File: src/rtl/ffxp_pkg.sv
// Shared constants, types and codes of the frame reorientation block.
// No dependencies.
package ffxp_pkg;

    localparam int MAX_WIDTH  = 256;
    localparam int MAX_HEIGHT = 256;
    localparam int BANK_WORDS = MAX_WIDTH * MAX_HEIGHT;
    localparam int BANK_AW    = $clog2(BANK_WORDS);
    localparam int RAM_AW     = BANK_AW + 1;
    localparam int RAM_DEPTH  = 2 * BANK_WORDS;
    localparam int MAX_DIM    = (MAX_WIDTH > MAX_HEIGHT) ? MAX_WIDTH : MAX_HEIGHT;
    localparam int CNT_W      = $clog2(MAX_DIM);

    localparam int PIX_W      = 32;
    localparam int DIM_W      = 9;
    localparam int MODE_W     = 2;
    localparam int CFG_IDX_W  = 2;
    localparam int CFG_DATA_W = 9;

    localparam logic [CFG_IDX_W-1:0] CFG_MODE   = 2'd0;
    localparam logic [CFG_IDX_W-1:0] CFG_WIDTH  = 2'd1;
    localparam logic [CFG_IDX_W-1:0] CFG_HEIGHT = 2'd2;

    typedef enum logic [MODE_W-1:0] {
        MODE_VFLIP     = 2'd0,
        MODE_HFLIP     = 2'd1,
        MODE_TRANSPOSE = 2'd2
    } orient_t;

    typedef logic [DIM_W-1:0] dim_t;

    // memory request issued with each accepted pixel
    typedef struct packed {
        logic              we;
        logic [RAM_AW-1:0] waddr;
        logic [PIX_W-1:0]  wdata;
        logic              re;
        logic [RAM_AW-1:0] raddr;
    } ram_req_t;

    // per-request tags that follow the read data
    typedef struct packed {
        logic prior_ok;
        logic frame_end;
    } meta_t;

endpackage

File: src/rtl/ffxp_ctrl.sv
// Configuration registers, write/read counters and address generation.
// Depends on ffxp_pkg.
module ffxp_ctrl (
    input  logic                             clk,
    input  logic                             rst_n,
    input  logic                             cfg_we,
    input  logic [ffxp_pkg::CFG_IDX_W-1:0]   cfg_index,
    input  logic [ffxp_pkg::CFG_DATA_W-1:0]  cfg_data,
    input  logic                             acc,
    input  logic [ffxp_pkg::PIX_W-1:0]       pixel,
    output ffxp_pkg::ram_req_t               ram_req,
    output ffxp_pkg::meta_t                  meta
);
    import ffxp_pkg::*;

    function automatic dim_t clamp_dim(input logic [CFG_DATA_W-1:0] v, input dim_t maxv);
        dim_t r;
        if (v == '0)
        begin
            r = dim_t'(1);
        end
        else if (DIM_W'(v) > maxv)
        begin
            r = maxv;
        end
        else
        begin
            r = DIM_W'(v);
        end
        return r;
    endfunction

    orient_t             mode_cfg_reg, cur_mode_reg;
    dim_t                w_cfg_reg, h_cfg_reg, cur_w_reg, cur_h_reg;
    logic                wbank_reg, done_reg, prior_reg;
    logic [BANK_AW-1:0]  wpos_reg, base_reg, addr_reg;
    logic [CNT_W-1:0]    in_col_reg, in_row_reg, out_col_reg;

    logic                wbank_next, done_next, prior_next;
    logic [BANK_AW-1:0]  wpos_next, base_next, addr_next;
    logic [CNT_W-1:0]    in_col_next, in_row_next, out_col_next;

    logic                start, last_in, col_wrap, in_wrap;
    orient_t             eff_mode;
    dim_t                eff_w, eff_h, ncols;
    logic [2*DIM_W-1:0]  prod;
    logic [BANK_AW-1:0]  hm1w, w_ext, start_base, start_addr, cur_base, cur_addr;
    logic [BANK_AW-1:0]  row_base;

    assign start    = (wpos_reg == '0);
    assign eff_w    = start ? w_cfg_reg : cur_w_reg;
    assign eff_h    = start ? h_cfg_reg : cur_h_reg;
    assign eff_mode = start ? mode_cfg_reg : cur_mode_reg;
    assign w_ext    = BANK_AW'(eff_w);
    assign ncols    = (eff_mode == MODE_TRANSPOSE) ? eff_h : eff_w;

    // first row of a vertical flip reads the last input row
    assign prod = (2*DIM_W)'(h_cfg_reg - dim_t'(1)) * (2*DIM_W)'(w_cfg_reg);
    assign hm1w = prod[BANK_AW-1:0];

    always_comb
    begin
        unique case (mode_cfg_reg)
            MODE_HFLIP:
            begin
                start_base = '0;
                start_addr = BANK_AW'(w_cfg_reg - dim_t'(1));
            end
            MODE_TRANSPOSE:
            begin
                start_base = '0;
                start_addr = '0;
            end
            default:
            begin
                start_base = hm1w;
                start_addr = hm1w;
            end
        endcase
    end

    assign cur_base = start ? start_base : base_reg;
    assign cur_addr = start ? start_addr : addr_reg;

    assign in_wrap  = (in_col_reg == CNT_W'(eff_w - dim_t'(1)));
    assign last_in  = in_wrap && (in_row_reg == CNT_W'(eff_h - dim_t'(1)));
    assign col_wrap = (out_col_reg == CNT_W'(ncols - dim_t'(1)));

    always_comb
    begin
        unique case (eff_mode)
            MODE_HFLIP:     row_base = cur_base + w_ext;
            MODE_TRANSPOSE: row_base = cur_base + BANK_AW'(1);
            default:        row_base = cur_base - w_ext;
        endcase
    end

    always_comb
    begin
        wbank_next   = wbank_reg;
        done_next    = done_reg;
        prior_next   = prior_reg;
        wpos_next    = wpos_reg;
        base_next    = base_reg;
        addr_next    = addr_reg;
        in_col_next  = in_col_reg;
        in_row_next  = in_row_reg;
        out_col_next = out_col_reg;
        if (acc)
        begin
            prior_next = start ? (done_reg && w_cfg_reg == cur_w_reg && h_cfg_reg == cur_h_reg)
                               : prior_reg;
            if (last_in)
            begin
                wpos_next    = '0;
                wbank_next   = ~wbank_reg;
                done_next    = 1'b1;
                in_col_next  = '0;
                in_row_next  = '0;
                out_col_next = '0;
            end
            else
            begin
                wpos_next   = wpos_reg + BANK_AW'(1);
                in_col_next = in_wrap ? '0 : in_col_reg + CNT_W'(1);
                in_row_next = in_wrap ? in_row_reg + CNT_W'(1) : in_row_reg;
                if (col_wrap)
                begin
                    out_col_next = '0;
                    base_next    = row_base;
                    addr_next    = (eff_mode == MODE_HFLIP) ? row_base + w_ext - BANK_AW'(1)
                                                            : row_base;
                end
                else
                begin
                    out_col_next = out_col_reg + CNT_W'(1);
                    base_next    = cur_base;
                    unique case (eff_mode)
                        MODE_HFLIP:     addr_next = cur_addr - BANK_AW'(1);
                        MODE_TRANSPOSE: addr_next = cur_addr + w_ext;
                        default:        addr_next = cur_addr + BANK_AW'(1);
                    endcase
                end
            end
        end
    end

    always_ff @(posedge clk or negedge rst_n)
    begin
        if (!rst_n)
        begin
            mode_cfg_reg <= MODE_VFLIP;
            w_cfg_reg    <= DIM_W'(MAX_WIDTH);
            h_cfg_reg    <= DIM_W'(MAX_HEIGHT);
            cur_mode_reg <= MODE_VFLIP;
            cur_w_reg    <= DIM_W'(MAX_WIDTH);
            cur_h_reg    <= DIM_W'(MAX_HEIGHT);
            wbank_reg    <= 1'b0;
            done_reg     <= 1'b0;
            prior_reg    <= 1'b0;
            wpos_reg     <= '0;
            base_reg     <= '0;
            addr_reg     <= '0;
            in_col_reg   <= '0;
            in_row_reg   <= '0;
            out_col_reg  <= '0;
        end
        else
        begin
            if (cfg_we)
            begin
                unique case (cfg_index)
                    CFG_MODE:
                    begin
                        unique case (cfg_data[MODE_W-1:0])
                            MODE_HFLIP:     mode_cfg_reg <= MODE_HFLIP;
                            MODE_TRANSPOSE: mode_cfg_reg <= MODE_TRANSPOSE;
                            default:        mode_cfg_reg <= MODE_VFLIP;
                        endcase
                    end
                    CFG_WIDTH:  w_cfg_reg <= clamp_dim(cfg_data, DIM_W'(MAX_WIDTH));
                    CFG_HEIGHT: h_cfg_reg <= clamp_dim(cfg_data, DIM_W'(MAX_HEIGHT));
                    default:    ;
                endcase
            end
            if (acc)
            begin
                cur_mode_reg <= eff_mode;
                cur_w_reg    <= eff_w;
                cur_h_reg    <= eff_h;
            end
            wbank_reg   <= wbank_next;
            done_reg    <= done_next;
            prior_reg   <= prior_next;
            wpos_reg    <= wpos_next;
            base_reg    <= base_next;
            addr_reg    <= addr_next;
            in_col_reg  <= in_col_next;
            in_row_reg  <= in_row_next;
            out_col_reg <= out_col_next;
        end
    end

    // write and read always hit opposite banks, so no forwarding is needed
    assign ram_req.we    = acc;
    assign ram_req.waddr = {wbank_reg, wpos_reg};
    assign ram_req.wdata = pixel;
    assign ram_req.re    = acc;
    assign ram_req.raddr = {~wbank_reg, cur_addr};

    assign meta.prior_ok  = prior_next;
    assign meta.frame_end = last_in;

endmodule

File: config.mk
export PLATFORM = sky130hd
export DESIGN_NAME = ffxp_ctrl
export DESIGN_NICKNAME = d
export VERILOG_FILES = /design/src/rtl/ffxp_pkg.sv /design/src/rtl/ffxp_ctrl.sv
export SDC_FILE = /design/constraint.sdc
export NUM_CORES = 1
export LEC_CHECK = 0
export ABC_AREA = 1
export BUFFER_PORTS_ARGS = -buffer_cell sky130_fd_sc_hd__buf_2
export CORE_MARGIN = 1.5
export CORE_UTILIZATION = 50
export DETAILED_ROUTE_END_ITERATION = 6
export HOLD_SLACK_MARGIN = 0.02
export MAX_ROUTING_LAYER = met4
export PLACE_DENSITY = 0.77
export SKIP_CTS_REPAIR_TIMING = 1
export SLEW_MARGIN = 10
export SYNTH_ARGS = -nofsm -noshare
export SYNTH_HDL_FRONTEND = slang
export SYNTH_SLANG_ARGS = --single-unit
File: constraint.sdc
create_clock -name clk -period 22.7 [get_ports clk]
set_clock_uncertainty 0.1 [all_clocks]
set_input_delay 4.54 -clock clk [delete_from_list [all_inputs] [get_ports clk]]
set_output_delay 4.54 -clock clk [all_outputs]
set_load 0.02 [all_outputs]
==> run metrics <==
GRT overflow=0; Hold Startpoint=done_reg; row cnt=59; reg2reg end=addr_reg[15]; Via-to-Cell Ratio=5.708; Critical Path Fanout Max=13; Clk pin slew, worst setup/hold paths=50 ps; Leak=7.382 nW; most frequent cells in the layout=nand2_1 (473), inv_1 (298), nor2_1 (145), nand3_1 (138), o21ai_0 (125); DR vias=13060; DRT iter0 DRCs=1284; Max Buffers Root-to-Sink=2; # clock sinks=115; Setup crit start kind=flop; Worst VDD drop=0.07786 mV; initial core utilization=0.5131; Die X-Extent=167.0 µm; cells after synthesis=1951; P&R area growth vs syn=6.169%; Post-Route WL=38.78 mm; CTS tree=yes; period utilization=0.5140; worst path arrival time=7030 ps; most frequent cell on the critical path=inv_1; Slowest-stage cell, CP=fa_1; CTS root buf=clkbuf_16; nets@finish=2153; setup TNS=0 ps; post-route ant nets=0; Port Buffers=52; die height=167.0 µm; initial antenna violation count=0; fin util=0.5447; register area share after synthesis=0.2144; GPL Wtd Cong=0.9977; total core area=26210 µm²; R2R cell count=49; H-tree depth=4; worst min path class=reg -> reg; total CTS buffers=17; Largest stage delay, worst path=550 ps; share of layout cells above drive strength 1=0.07271; crit path time final=11670 ps; Mean Syn Cell Area=6.892 µm²; Pre-antenna DRT Iters=6; Netlist cell types=54; Finish-stage setup viols=0; Worst-Margin Slew=1004 ps; CP required=18060 ps; post-detail-place hpwl=30.48 mm; Post-route DRC=0; achievable clock frequency=85.71 MHz; status=finished clean; Yosys reg bits=115; # diodes=0; Routed wire per std cell=16.95 µm; cell area after synthesis=13450 µm²; Yosys warning count=0; Max-Cap Viols=0; R2R Setup Slk=13130 ps; Slew Viols, Final=0; pwr dens=115.2 nW/µm²; crit path kind=reg -> out; Reg-to-Reg Start=h_cfg_reg[0]; worst rel slew slack=0.3304; Post-synth EDFFs=0; Main synth FF type=dfrtp_1; Die Area=27880 µm²; vias in the first global route=12980; I/O pins=117; RSZ-0062 raised after global routing=no; largest net degree at the start of global routing=76; GR Util All Layers=0.2993; clk_lat worst skew=440 ps; CP Capture Type=primary output; FFs w/ async S/R, synth=1.000; Worst Setup EP=ram_req[13]; CP startpoint=h_cfg_reg[0]; most common cell after layout, fill and taps aside=nand2_1; first-pass GRT wire length=64.71 mm; syn_nets=2164; Final Hold Viols=0
[final cells by class]
cell class	count	area, µm²
fillers	2487	11930
multi-input cells	1432	8862
flip-flops and latches	115	2883
inverters	318	1194
clock buffers	20	446.7
well taps	335	419.2
repair buffers	56	292.8
clock inverters	12	177.7
[where the power goes]
group          internal, mW  switching (mW)  total, mW
combinational         0.380           0.660       1.04
sequential            0.254          0.0570      0.311
clock                 0.187           0.107      0.294
total                 0.821           0.823       1.64
[worst min path at each step]
| stage | end | slack (ps) | depth (start not counted) |
|---|---|---|---|
| 5_1_grt | wbank_reg | 410 | 1 |
| 4_1_cts | done_reg | 380 | 2 |
| 3_5_place_dp | done_reg | 370 | 2 |
| 6_report | done_reg | 380 | 2 |
| 3_3_place_gp | done_reg | 360 | 2 |
| 2_1_floorplan | done_reg | 320 | 2 |
[worst max-delay path: cells and delay by family, from the launching register on]
family | cells | cell delay, ps
buf+inv | 8 | 1040
compound gates | 4 | 450
fa+ha+maj | 7 | 3110
flops | 1 | 490
simple gates | 11 | 1510
[cells in the mapped netlist, types with 3 or more instances]
master | n | area (µm²)
o211ai_1 | 22 | 165.2
o22ai_1 | 20 | 125.1
a21o_1 | 4 | 30.03
buf_2 | 6 | 30.03
nand4_2 | 4 | 50.05
nor2_2 | 6 | 37.54
nand4_1 | 28 | 175.2
a31oi_1 | 8 | 50.05
o21ai_1 | 6 | 30.03
clkbuf_1 | 32 | 120.1
nand3_1 | 138 | 690.7
clkinv_1 | 5 | 18.77
buf_1 | 3 | 11.26
a221oi_1 | 3 | 26.28
nand3b_1 | 4 | 30.03
ha_1 | 101 | 1264
a21boi_0 | 3 | 22.52
nand2_1 | 473 | 1775
o21bai_1 | 6 | 45.04
xor2_1 | 58 | 508.0
inv_1 | 298 | 1119
inv_2 | 15 | 56.30
nor2_1 | 145 | 544.3
a21oi_1 | 101 | 505.5
nor4_1 | 5 | 31.28
or2_2 | 7 | 43.79
nor3b_1 | 3 | 22.52
nor2_4 | 5 | 56.30
xnor2_1 | 20 | 175.2
dfrtp_1 | 111 | 2778
o21ai_0 | 125 | 625.6
dfstp_2 | 4 | 105.1
a211oi_1 | 3 | 22.52
o2111ai_1 | 5 | 43.79
nor3_1 | 32 | 160.2
nand2_2 | 8 | 50.05
o21a_1 | 7 | 52.55
buf_4 | 43 | 322.8
fa_1 | 65 | 1301
[stage by stage]
stage | cell area [µm²] | std cells | worst slack, ps | power, mW | hold WS, ps
6_report | 14270 | 2288 | 11030 | 1.645 | 377.6
5_1_grt | 14270 | 2288 | 10510 | 1.817 | 412.7
4_1_cts | 14270 | 2288 | 11080 | 1.637 | 380.7
3_5_place_dp | 13650 | 2256 | 11540 | 1.337 | 367.5
3_3_place_gp | 13650 | 2256 | 11680 | 1.305 | 360.4
2_1_floorplan | 13450 | 1951 | 12070 | 1.094 | 320.8
[kinds of logic after synthesis]
logic type,after synthesis,synth area share
AND/OR/NAND/NOR,862,0.2758
AO/OA/AOI/OAI,322,0.1369
XOR/XNOR,80,0.05416
flip-flops,115,0.2144
buffers and inverters,404,0.1265
multiplexers,2,0.001489
adder cells (fa/ha/maj),166,0.1908
[layer usage]
metal / track usage / share of wire
met1: 0.3813 / 0.43
met2: 0.4739 / 0.46
met3: 0.04539 / 0.074
met4: 0.1277 / 0.039
met5: - / 0
(Power assumes the default switching activity.)
