[src/rtl/ffxp_pkg.sv]
// Shared constants, types and codes of the frame reorientation block.
// No dependencies.
package ffxp_pkg;

    localparam int MAX_WIDTH  = 256;
    localparam int MAX_HEIGHT = 256;
    localparam int BANK_WORDS = MAX_WIDTH * MAX_HEIGHT;
    localparam int BANK_AW    = $clog2(BANK_WORDS);
    localparam int RAM_AW     = BANK_AW + 1;
    localparam int RAM_DEPTH  = 2 * BANK_WORDS;
    localparam int MAX_DIM    = (MAX_WIDTH > MAX_HEIGHT) ? MAX_WIDTH : MAX_HEIGHT;
    localparam int CNT_W      = $clog2(MAX_DIM);

    localparam int PIX_W      = 32;
    localparam int DIM_W      = 9;
    localparam int MODE_W     = 2;
    localparam int CFG_IDX_W  = 2;
    localparam int CFG_DATA_W = 9;

    localparam logic [CFG_IDX_W-1:0] CFG_MODE   = 2'd0;
    localparam logic [CFG_IDX_W-1:0] CFG_WIDTH  = 2'd1;
    localparam logic [CFG_IDX_W-1:0] CFG_HEIGHT = 2'd2;

    typedef enum logic [MODE_W-1:0] {
        MODE_VFLIP     = 2'd0,
        MODE_HFLIP     = 2'd1,
        MODE_TRANSPOSE = 2'd2
    } orient_t;

    typedef logic [DIM_W-1:0] dim_t;

    // memory request issued with each accepted pixel
    typedef struct packed {
        logic              we;
        logic [RAM_AW-1:0] waddr;
        logic [PIX_W-1:0]  wdata;
        logic              re;
        logic [RAM_AW-1:0] raddr;
    } ram_req_t;

    // per-request tags that follow the read data
    typedef struct packed {
        logic prior_ok;
        logic frame_end;
    } meta_t;

endpackage

[src/rtl/ffxp_if.sv]


interface ffxp_out_if;
    logic                       valid;
    logic                       ready;
    logic [ffxp_pkg::PIX_W-1:0] pixel_out;
    logic                       out_valid;
    logic                       frame_end;

    modport source (output valid, output pixel_out, output out_valid, output frame_end,
                    input ready);
    modport sink (input valid, input pixel_out, input out_valid, input frame_end,
                  output ready);
endinterface

[src/rtl/ffxp_out.sv]
// Read-data stage and output register with backpressure.
// Depends on ffxp_pkg and ffxp_out_if.
module ffxp_out (
    input  logic                       clk,
    input  logic                       rst_n,
    input  logic                       acc,
    input  ffxp_pkg::meta_t            meta,
    input  logic [ffxp_pkg::PIX_W-1:0] rdata,
    output logic                       s_ready,
    ffxp_out_if.source                 dst
);
    import ffxp_pkg::*;

    logic             s1_valid_reg, s1_valid_next;
    meta_t            s1_meta_reg;
    logic             o_valid_reg, o_valid_next;
    logic [PIX_W-1:0] o_pix_reg;
    logic             o_ok_reg, o_end_reg;
    logic             s1_move;

    // RAM read data holds while no new request is issued
    assign s1_move = s1_valid_reg && (!o_valid_reg || dst.ready);
    assign s_ready = !s1_valid_reg || s1_move;

    assign s1_valid_next = acc || (s1_valid_reg && !s1_move);
    assign o_valid_next  = s1_move || (o_valid_reg && !dst.ready);

    always_ff @(posedge clk or negedge rst_n)
    begin
        if (!rst_n)
        begin
            s1_valid_reg <= 1'b0;
            o_valid_reg  <= 1'b0;
        end
        else
        begin
            s1_valid_reg <= s1_valid_next;
            o_valid_reg  <= o_valid_next;
        end
    end

    always_ff @(posedge clk)
    begin
        if (acc)
        begin
            s1_meta_reg <= meta;
        end
        if (s1_move)
        begin
            o_pix_reg <= s1_meta_reg.prior_ok ? rdata : '0;
            o_ok_reg  <= s1_meta_reg.prior_ok;
            o_end_reg <= s1_meta_reg.frame_end;
        end
    end

    assign dst.valid     = o_valid_reg;
    assign dst.pixel_out = o_pix_reg;
    assign dst.out_valid = o_ok_reg;
    assign dst.frame_end = o_end_reg;

endmodule

[src/flat_wrapper.sv]
// flat-port wrapper written by rule: the top's interface ports become plain ports
module ffxp_out_flat import ffxp_pkg::*;
  (clk, rst_n, acc, meta, rdata, s_ready, dst_valid, dst_pixel_out, dst_out_valid, dst_frame_end, dst_ready);
  ffxp_out_if dst_i ();
  input  logic clk;
  input  logic rst_n;
  input  logic acc;
  input  ffxp_pkg::meta_t meta;
  input  logic [ffxp_pkg::PIX_W-1:0] rdata;
  output logic s_ready;
  output wire logic [$bits(dst_i.valid)-1:0] dst_valid;
  output wire logic [$bits(dst_i.pixel_out)-1:0] dst_pixel_out;
  output wire logic [$bits(dst_i.out_valid)-1:0] dst_out_valid;
  output wire logic [$bits(dst_i.frame_end)-1:0] dst_frame_end;
  input wire logic [$bits(dst_i.ready)-1:0] dst_ready;
  assign dst_valid = dst_i.valid;
  assign dst_pixel_out = dst_i.pixel_out;
  assign dst_out_valid = dst_i.out_valid;
  assign dst_frame_end = dst_i.frame_end;
  assign dst_i.ready = dst_ready;
  ffxp_out u_core (.clk(clk), .rst_n(rst_n), .acc(acc), .meta(meta), .rdata(rdata), .s_ready(s_ready), .dst(dst_i));
endmodule
[config.mk]
export PLATFORM = sky130hd
export DESIGN_NAME = ffxp_out_flat
export DESIGN_NICKNAME = d
export VERILOG_FILES = /design/src/rtl/ffxp_pkg.sv /design/src/rtl/ffxp_if.sv /design/src/rtl/ffxp_out.sv /design/src/flat_wrapper.sv
export SDC_FILE = /design/constraint.sdc
export NUM_CORES = 1
export LEC_CHECK = 0
export ABC_CLOCK_PERIOD_IN_PS = 1800
export BUFFER_PORTS_ARGS = -buffer_cell sky130_fd_sc_hd__buf_4
export CORE_MARGIN = 8
export CORE_UTILIZATION = 40
export CTS_BUF_LIST = sky130_fd_sc_hd__clkbuf_8 sky130_fd_sc_hd__clkbuf_16
export CTS_CLUSTER_DIAMETER = 200
export DETAILED_ROUTE_END_ITERATION = 8
export MAX_ROUTING_LAYER = met4
export PLACE_DENSITY_LB_ADDON = 0.08
export SLEW_MARGIN = 0
export SYNTH_ARGS = -nofsm -noshare
export SYNTH_HDL_FRONTEND = slang
export SYNTH_SLANG_ARGS = --single-unit
[constraint.sdc]
create_clock -name clk -period 1.8 [get_ports clk]
set_input_delay 0.27 -clock clk [delete_from_list [all_inputs] [get_ports clk]]
set_output_delay 0.27 -clock clk [all_outputs]
set_load 0.02 [all_outputs]
==> results of run 1 <==
## kinds of logic after synthesis
kind of cell / synth area share, %
AO/OA/AOI/OAI: 0.528
flip-flops: 79.5
buffers and inverters: 1.06
AND/OR/NAND/NOR: 18.9
## metrics by stage
step	setup WS [ns]	hold slack, ns	std cells
finish	0.268	0.163	204
global route	0.141	0.151	204
CTS	0.251	0.155	204
detailed placement	0.258	0.0527	195
global placement	0.300	0.0527	195
floorplan	0.352	-0.0256	79
## Yosys cell counts
library cell and count:
a21o_1 1, and2_1 1, and2_2 32, clkbuf_2 3, dfrtp_1 2, edfxtp_1 36, nand2_1 1, nand2b_1 2
nor2b_1 1
## worst max-delay path by stage
stage,start,to,depth (start not counted)
final,u_core.dst.valid,u_core.dst.pixel_out[0],2
after CTS,u_core.dst.valid,u_core.dst.pixel_out[10],2
after global routing,u_core.dst.valid,u_core.dst.pixel_out[8],2
after detailed placement,u_core.dst.valid,u_core.dst.pixel_out[26],2
after global placement,dst_ready,u_core.dst.pixel_out[21],3
after floorplan,u_core.dst.valid,u_core.dst.frame_end,2
## repair_timing
item	CTS	global route
hold buffers	1	0
endpoints found under the setup margin	0	0
hold endpoints to repair	2	0
## cell type report
type	count	area (um^2)
Timing Repair Buffer	74	558
Fill cell	265	1280
Tap cell	46	57.6
Multi-Input combinational cell	38	278
Clock inverter	3	11.3
Sequential cell	38	1130
Clock buffer	5	68.8
## power groups by stage
stage	Combinational, mW	Sequential, mW	Clock [mW]
finish	0.325	1.09	0.531
global route	0.348	1.10	0.585
CTS	0.332	1.09	0.544
detailed placement	0.330	1.11	0
global placement	0.324	1.11	0
floorplan	0.0767	1.19	0
## critical path, stage by stage, from the launching register on
cell	delay, ns
dfrtp_1	0.40
nand2b_1	0.09
and2_2	0.66
## metal layers
layer  wire [um]  GRT usage, %
met1        1150          12.3
met4          44          5.12
met3         350          5.92
met5           0             -
met2        1400          15.8
==> run summary, run 1 <==
Max frequency -> 653 MHz
Critical path class -> reg -> reg
Die height -> 75.6 um
Crit path DAT -> 1.45 ns
Vias in the first global route -> 895
Count of final hold-check violations -> 0
Post-route cell area -> 2100 um^2
Post-Syn Instances -> 79
CP endpoint kind -> flip-flop
Slew Limit Fails -> 0
WP data required -> 1.71 ns
Ports -> 74
Reg-to-Reg End -> u_core.dst.pixel_out[0]
WL final -> 2950 um
Unrepaired setup endpoints after global routing -> no
Clock share of power -> 27.3%
Vias per cell -> 4.26
Cell variety after synth -> 9
Global-route wire length before repair -> 4340 um
Die width -> 75.6 um
Mean post-synth cell area -> 18.0 um^2
Depth of the most critical reg-to-reg path -> 2
Area leader, netlist -> edfxtp_1
Outcome -> completed
Finished Core Util -> 62.1%
WHS Endpoint -> u_core.s1_meta_reg[1]
CP startpoint kind -> flip-flop
Hold depth -> 1
Pwr dens -> 925 nW/um^2
Largest net degree at the start of global routing -> 35
Syn Nets -> 117
DR iter-0 viols -> 65
GRT Util Overall -> 11.0%
Most frequent cells in the layout -> buf_4, edfxtp_1, and2_2
Worst-margin pin slew -> 0.771 ns
Power, Total -> 1.95 mW
Internal power -> 1.48 mW
Clk slew on worst S/H paths -> 0.07 ns
Register area share after synthesis -> 79.5%
CTS tree -> yes
CTS Buffer Depth -> 2
Antenna violations before repair -> 0
CTS buffer count -> 5
RD Place Congestion -> 0.657
Placed inst area -> 2010 um^2
Mapped cell area -> 1420 um^2
Core area -> 3390 um^2
Setup violations, final -> 0
CTS root buffer -> clkbuf_8
Overflow left after global routing -> 0
Port Buf Inserts -> 73
Reg2Reg Launch Point -> u_core.dst.valid
Area Growth Syn to Fin -> 47.9%
Number of remaining DRC errors -> 0
Max FO, Critical Path -> 34
Vias -> 869
Relative slew slack -> 48.6%
Fin crit period -> 1.53 ns
Post-CTS sizing -> 0
Hold Startpoint -> meta[1]
ANT cells -> 0
Share of layout cells above drive strength 1 -> 70.3%
Maximum VDD drop -> 0.000510 V
Switching portion of total power -> 23.8%
Final period utilization -> 85.1%
CTS sink count -> 38
Commonest non-fill, non-tap cell in the layout -> buf_4
Fin nets -> 195
Row count -> 21
Psw -> 463 uW
Initial Util -> 42.0%
Combinational power share -> 16.7%
Detail Route Antenna Nets -> 0
Leakage -> 0.901 nW
Yosys reg bits -> 38
Die Area -> 5720 um^2
Drt wl/cell -> 14.4 um
Warnings from Yosys -> 0
H-tree depth -> 2
Later-pin clock latency in the skew report -> 0.28 ns
Post-CTS setup repair buffer count -> 0
Final TNS setup -> 0 ns
Largest register FFs -> 32
Worst min-delay path class -> in -> reg
Seq pwr share -> 56.0%
Router iterations before antenna repair -> 2
Total of max-cap violations -> 0
Top-area cell type share of the netlist area -> 76.0%
Top cells by area, synth -> edfxtp_1, and2_2, dfrtp_1, clkbuf_2, nand2b_1
Clock Skew -> 0.00445 ns
Reg2Reg Setup Slack -> 0.27 ns
(Power assumes the default switching activity.)
==> run 2: changes to the inputs <==
- ABC_CLOCK_PERIOD_IN_PS: 1800 -> 1900
- CORE_UTILIZATION: 40 -> 47
- clock period: 1.8 -> 1.9 ns (I/O delays scaled with it)
==> run 2 against run 1 <==
Net effect:
- clock-buffer cell count up 1
- core utilization up 10 points
- setup slack better by 0.17 ns
- largest cell class unchanged
- largest power group unchanged
==> run summary, run 2 (synthesized netlist as in run 1, its figures left out) <==
Leakage -> 0.933 nW (+3.5%)
Unrepaired setup endpoints after global routing -> no
Fin crit period -> 1.46 ns (-0.0712 ns)
Outcome -> completed
Worst min-delay path class -> in -> reg
RD Place Congestion -> 0.691 (+5.3%)
Largest net degree at the start of global routing -> 34 (-2.9%)
Share of layout cells above drive strength 1 -> 71.3% (+1.0 points)
DR iter-0 viols -> 76 (+17%)
CTS tree -> yes
Ports -> 74 (unchanged)
Critical path class -> reg -> reg
Post-CTS setup repair buffer count -> 0 (unchanged)
Crit path DAT -> 1.44 ns (about the same)
Clk slew on worst S/H paths -> 0.07 ns (about the same)
Reg2Reg Launch Point -> u_core.dst.valid
HPWL Detailed -> 2380 um
Hold Startpoint -> meta[1]
Hold-fix buffers, CTS -> 1 (unchanged)
Global-route wire length before repair -> 4670 um (+7.6%)
Later-pin clock latency in the skew report -> 0.29 ns (about the same)
Critical path's slowest cell -> dfrtp_1
Reg2Reg Setup Slack -> 0.44 ns (+0.17 ns)
Post-Layout Cell Count -> 193 (-5.4%)
H-tree depth -> 2 (unchanged)
CTS root buffer -> clkbuf_8
Router iterations before antenna repair -> 4 (+2)
Largest register FFs -> 32 (unchanged)
Most frequent cells in the layout -> buf_4, edfxtp_1, and2_2
Drt wl/cell -> 16.0 um (+11%)
Initial Util -> 48.2% (+6.2 points)
Relative slew slack -> 50.8% (+2.1 points)
Vias per cell -> 4.62 (+8.4%)
Crit path cell chain -> nand2b_1 -> and2_1 -> buf_4
Pwr dens -> 953 nW/um^2 (+3.0%)
Die Area -> 5040 um^2 (-12%)
Power, Total -> 2.04 mW (+4.7%)
Largest stage delay on the critical path -> 0.39 ns (-0.27 ns)
Row count -> 20 (-4.8%)
Max FO, Critical Path -> 16 (-53%)
CP endpoint kind -> flip-flop
Reg-to-Reg End -> u_core.dst.pixel_out[23]
Core area -> 2950 um^2 (-13%)
Slew Limit Fails -> 0 (unchanged)
Die width -> 71.0 um (-6.1%)
Antenna violations before repair -> 0 (unchanged)
CP startpoint kind -> flip-flop
Number of remaining DRC errors -> 0 (unchanged)
Final TNS setup -> 0 ns (unchanged)
Post-CTS sizing -> 0 (unchanged)
Depth of the most critical reg-to-reg path -> 3 (+1)
Clock Skew -> 0.00544 ns (+0.000991 ns)
Die height -> 71.0 um (-6.1%)
Vias in the first global route -> 997 (+11%)
Vias -> 891 (+2.5%)
Count of final hold-check violations -> 0 (unchanged)
Hold depth -> 1 (unchanged)
Fin nets -> 197 (+1.0%)
WHS Endpoint -> u_core.s1_meta_reg[1]
Placed Cells -> 184 (-5.6%)
Placed inst area -> 2010 um^2 (-0.12%)
Detail Route Antenna Nets -> 0 (unchanged)
Final period utilization -> 76.9% (-8.2 points)
WL final -> 3090 um (+4.9%)
CTS buffer count -> 5 (unchanged)
Port Buf Inserts -> 73 (unchanged)
Setup violations, final -> 0 (unchanged)
CTS Buffer Depth -> 2 (unchanged)
Area Growth Syn to Fin -> 50.3%
Worst-margin pin slew -> 0.739 ns (-0.0321 ns)
GRT Util Overall -> 13.0% (+2.0 points)
Maximum VDD drop -> 0.000612 V (+20%)
CTS sink count -> 38 (unchanged)
ANT cells -> 0 (unchanged)
Commonest non-fill, non-tap cell in the layout -> buf_4
WP data required -> 1.88 ns (+0.17 ns)
Overflow left after global routing -> 0 (unchanged)
Max frequency -> 685 MHz (+4.9%)
Total of max-cap violations -> 0 (unchanged)
Post-route cell area -> 2140 um^2 (+1.6%)
## run 2: cell count changes in the layout (fill, tap and decap cells not counted), sizes merged
| cell | before | now |
|---|---|---|
| clkinv | 3 | 0 |
| buf | 73 | 75 |
| bufinv | 0 | 1 |
| clkbuf | 5 | 6 |
| inv | 0 | 1 |
## run 2: worst max-delay path by stage
| stage | startpoint | depth (start not counted) | end | slack (ns) |
|---|---|---|---|---|
| final | u_core.dst.valid | 3 | u_core.dst.pixel_out[23] | 0.44 |
| after global routing | u_core.dst.valid | 3 | u_core.dst.frame_end | 0.37 |
| after CTS | u_core.dst.valid | 3 | u_core.dst.pixel_out[23] | 0.43 |
| after detailed placement | dst_ready | 4 | u_core.dst.pixel_out[26] | 0.43 |
| after global placement | dst_ready | 4 | u_core.dst.pixel_out[26] | 0.46 |
| after floorplan | u_core.dst.valid | 2 | u_core.dst.frame_end | 0.1 |
## run 2: worst max-delay path, delay by kind of cell (launching register included)
| family | cells | cell delay (ns) |
|---|---|---|
| DFF | 1 | 0.39 |
| buffers and inverters | 1 | 0.31 |
| and+or+nand+nor | 2 | 0.46 |
## run 2: report_power, final
part	internal [mW]	switching, mW
clock network	0.422	0.266
registers	1.00	0.0309
logic	0.162	0.154
total	1.59	0.451
## run 2: layout make-up
| cell class | count | area, um^2 |
|---|---|---|
| Multi-Input combinational cell | 38 | 277 |
| Tap cell | 33 | 41.3 |
| Clock inverter | 2 | 33.8 |
| Clock buffer | 6 | 82.6 |
| Fill cell | 213 | 815 |
| Sequential cell | 38 | 1130 |
| Timing Repair Buffer | 76 | 573 |
## run 2: through the flow
stage	setup WS, ns	hold WS (ns)	utilization (%)
after global placement	0.461	0.0670	68.1
final	0.439	0.174	72.4
after global routing	0.367	0.162	72.4
after floorplan	0.0973	-0.0106	-
after CTS	0.429	0.163	72.4
after detailed placement	0.425	0.0716	68.1
## run 2: layer usage
| layer | global-route usage [%] | vias to the layer above | share of wire [%] |
|---|---|---|---|
| met4 | 9.01 | 0 | 2.0 |
| met3 | 6.07 | 7 | 9.3 |
| li1 | - | 432 | - |
| met1 | 12.2 | 407 | 37 |
| met5 | - | - | 0 |
| met2 | 20.8 | 45 | 52 |
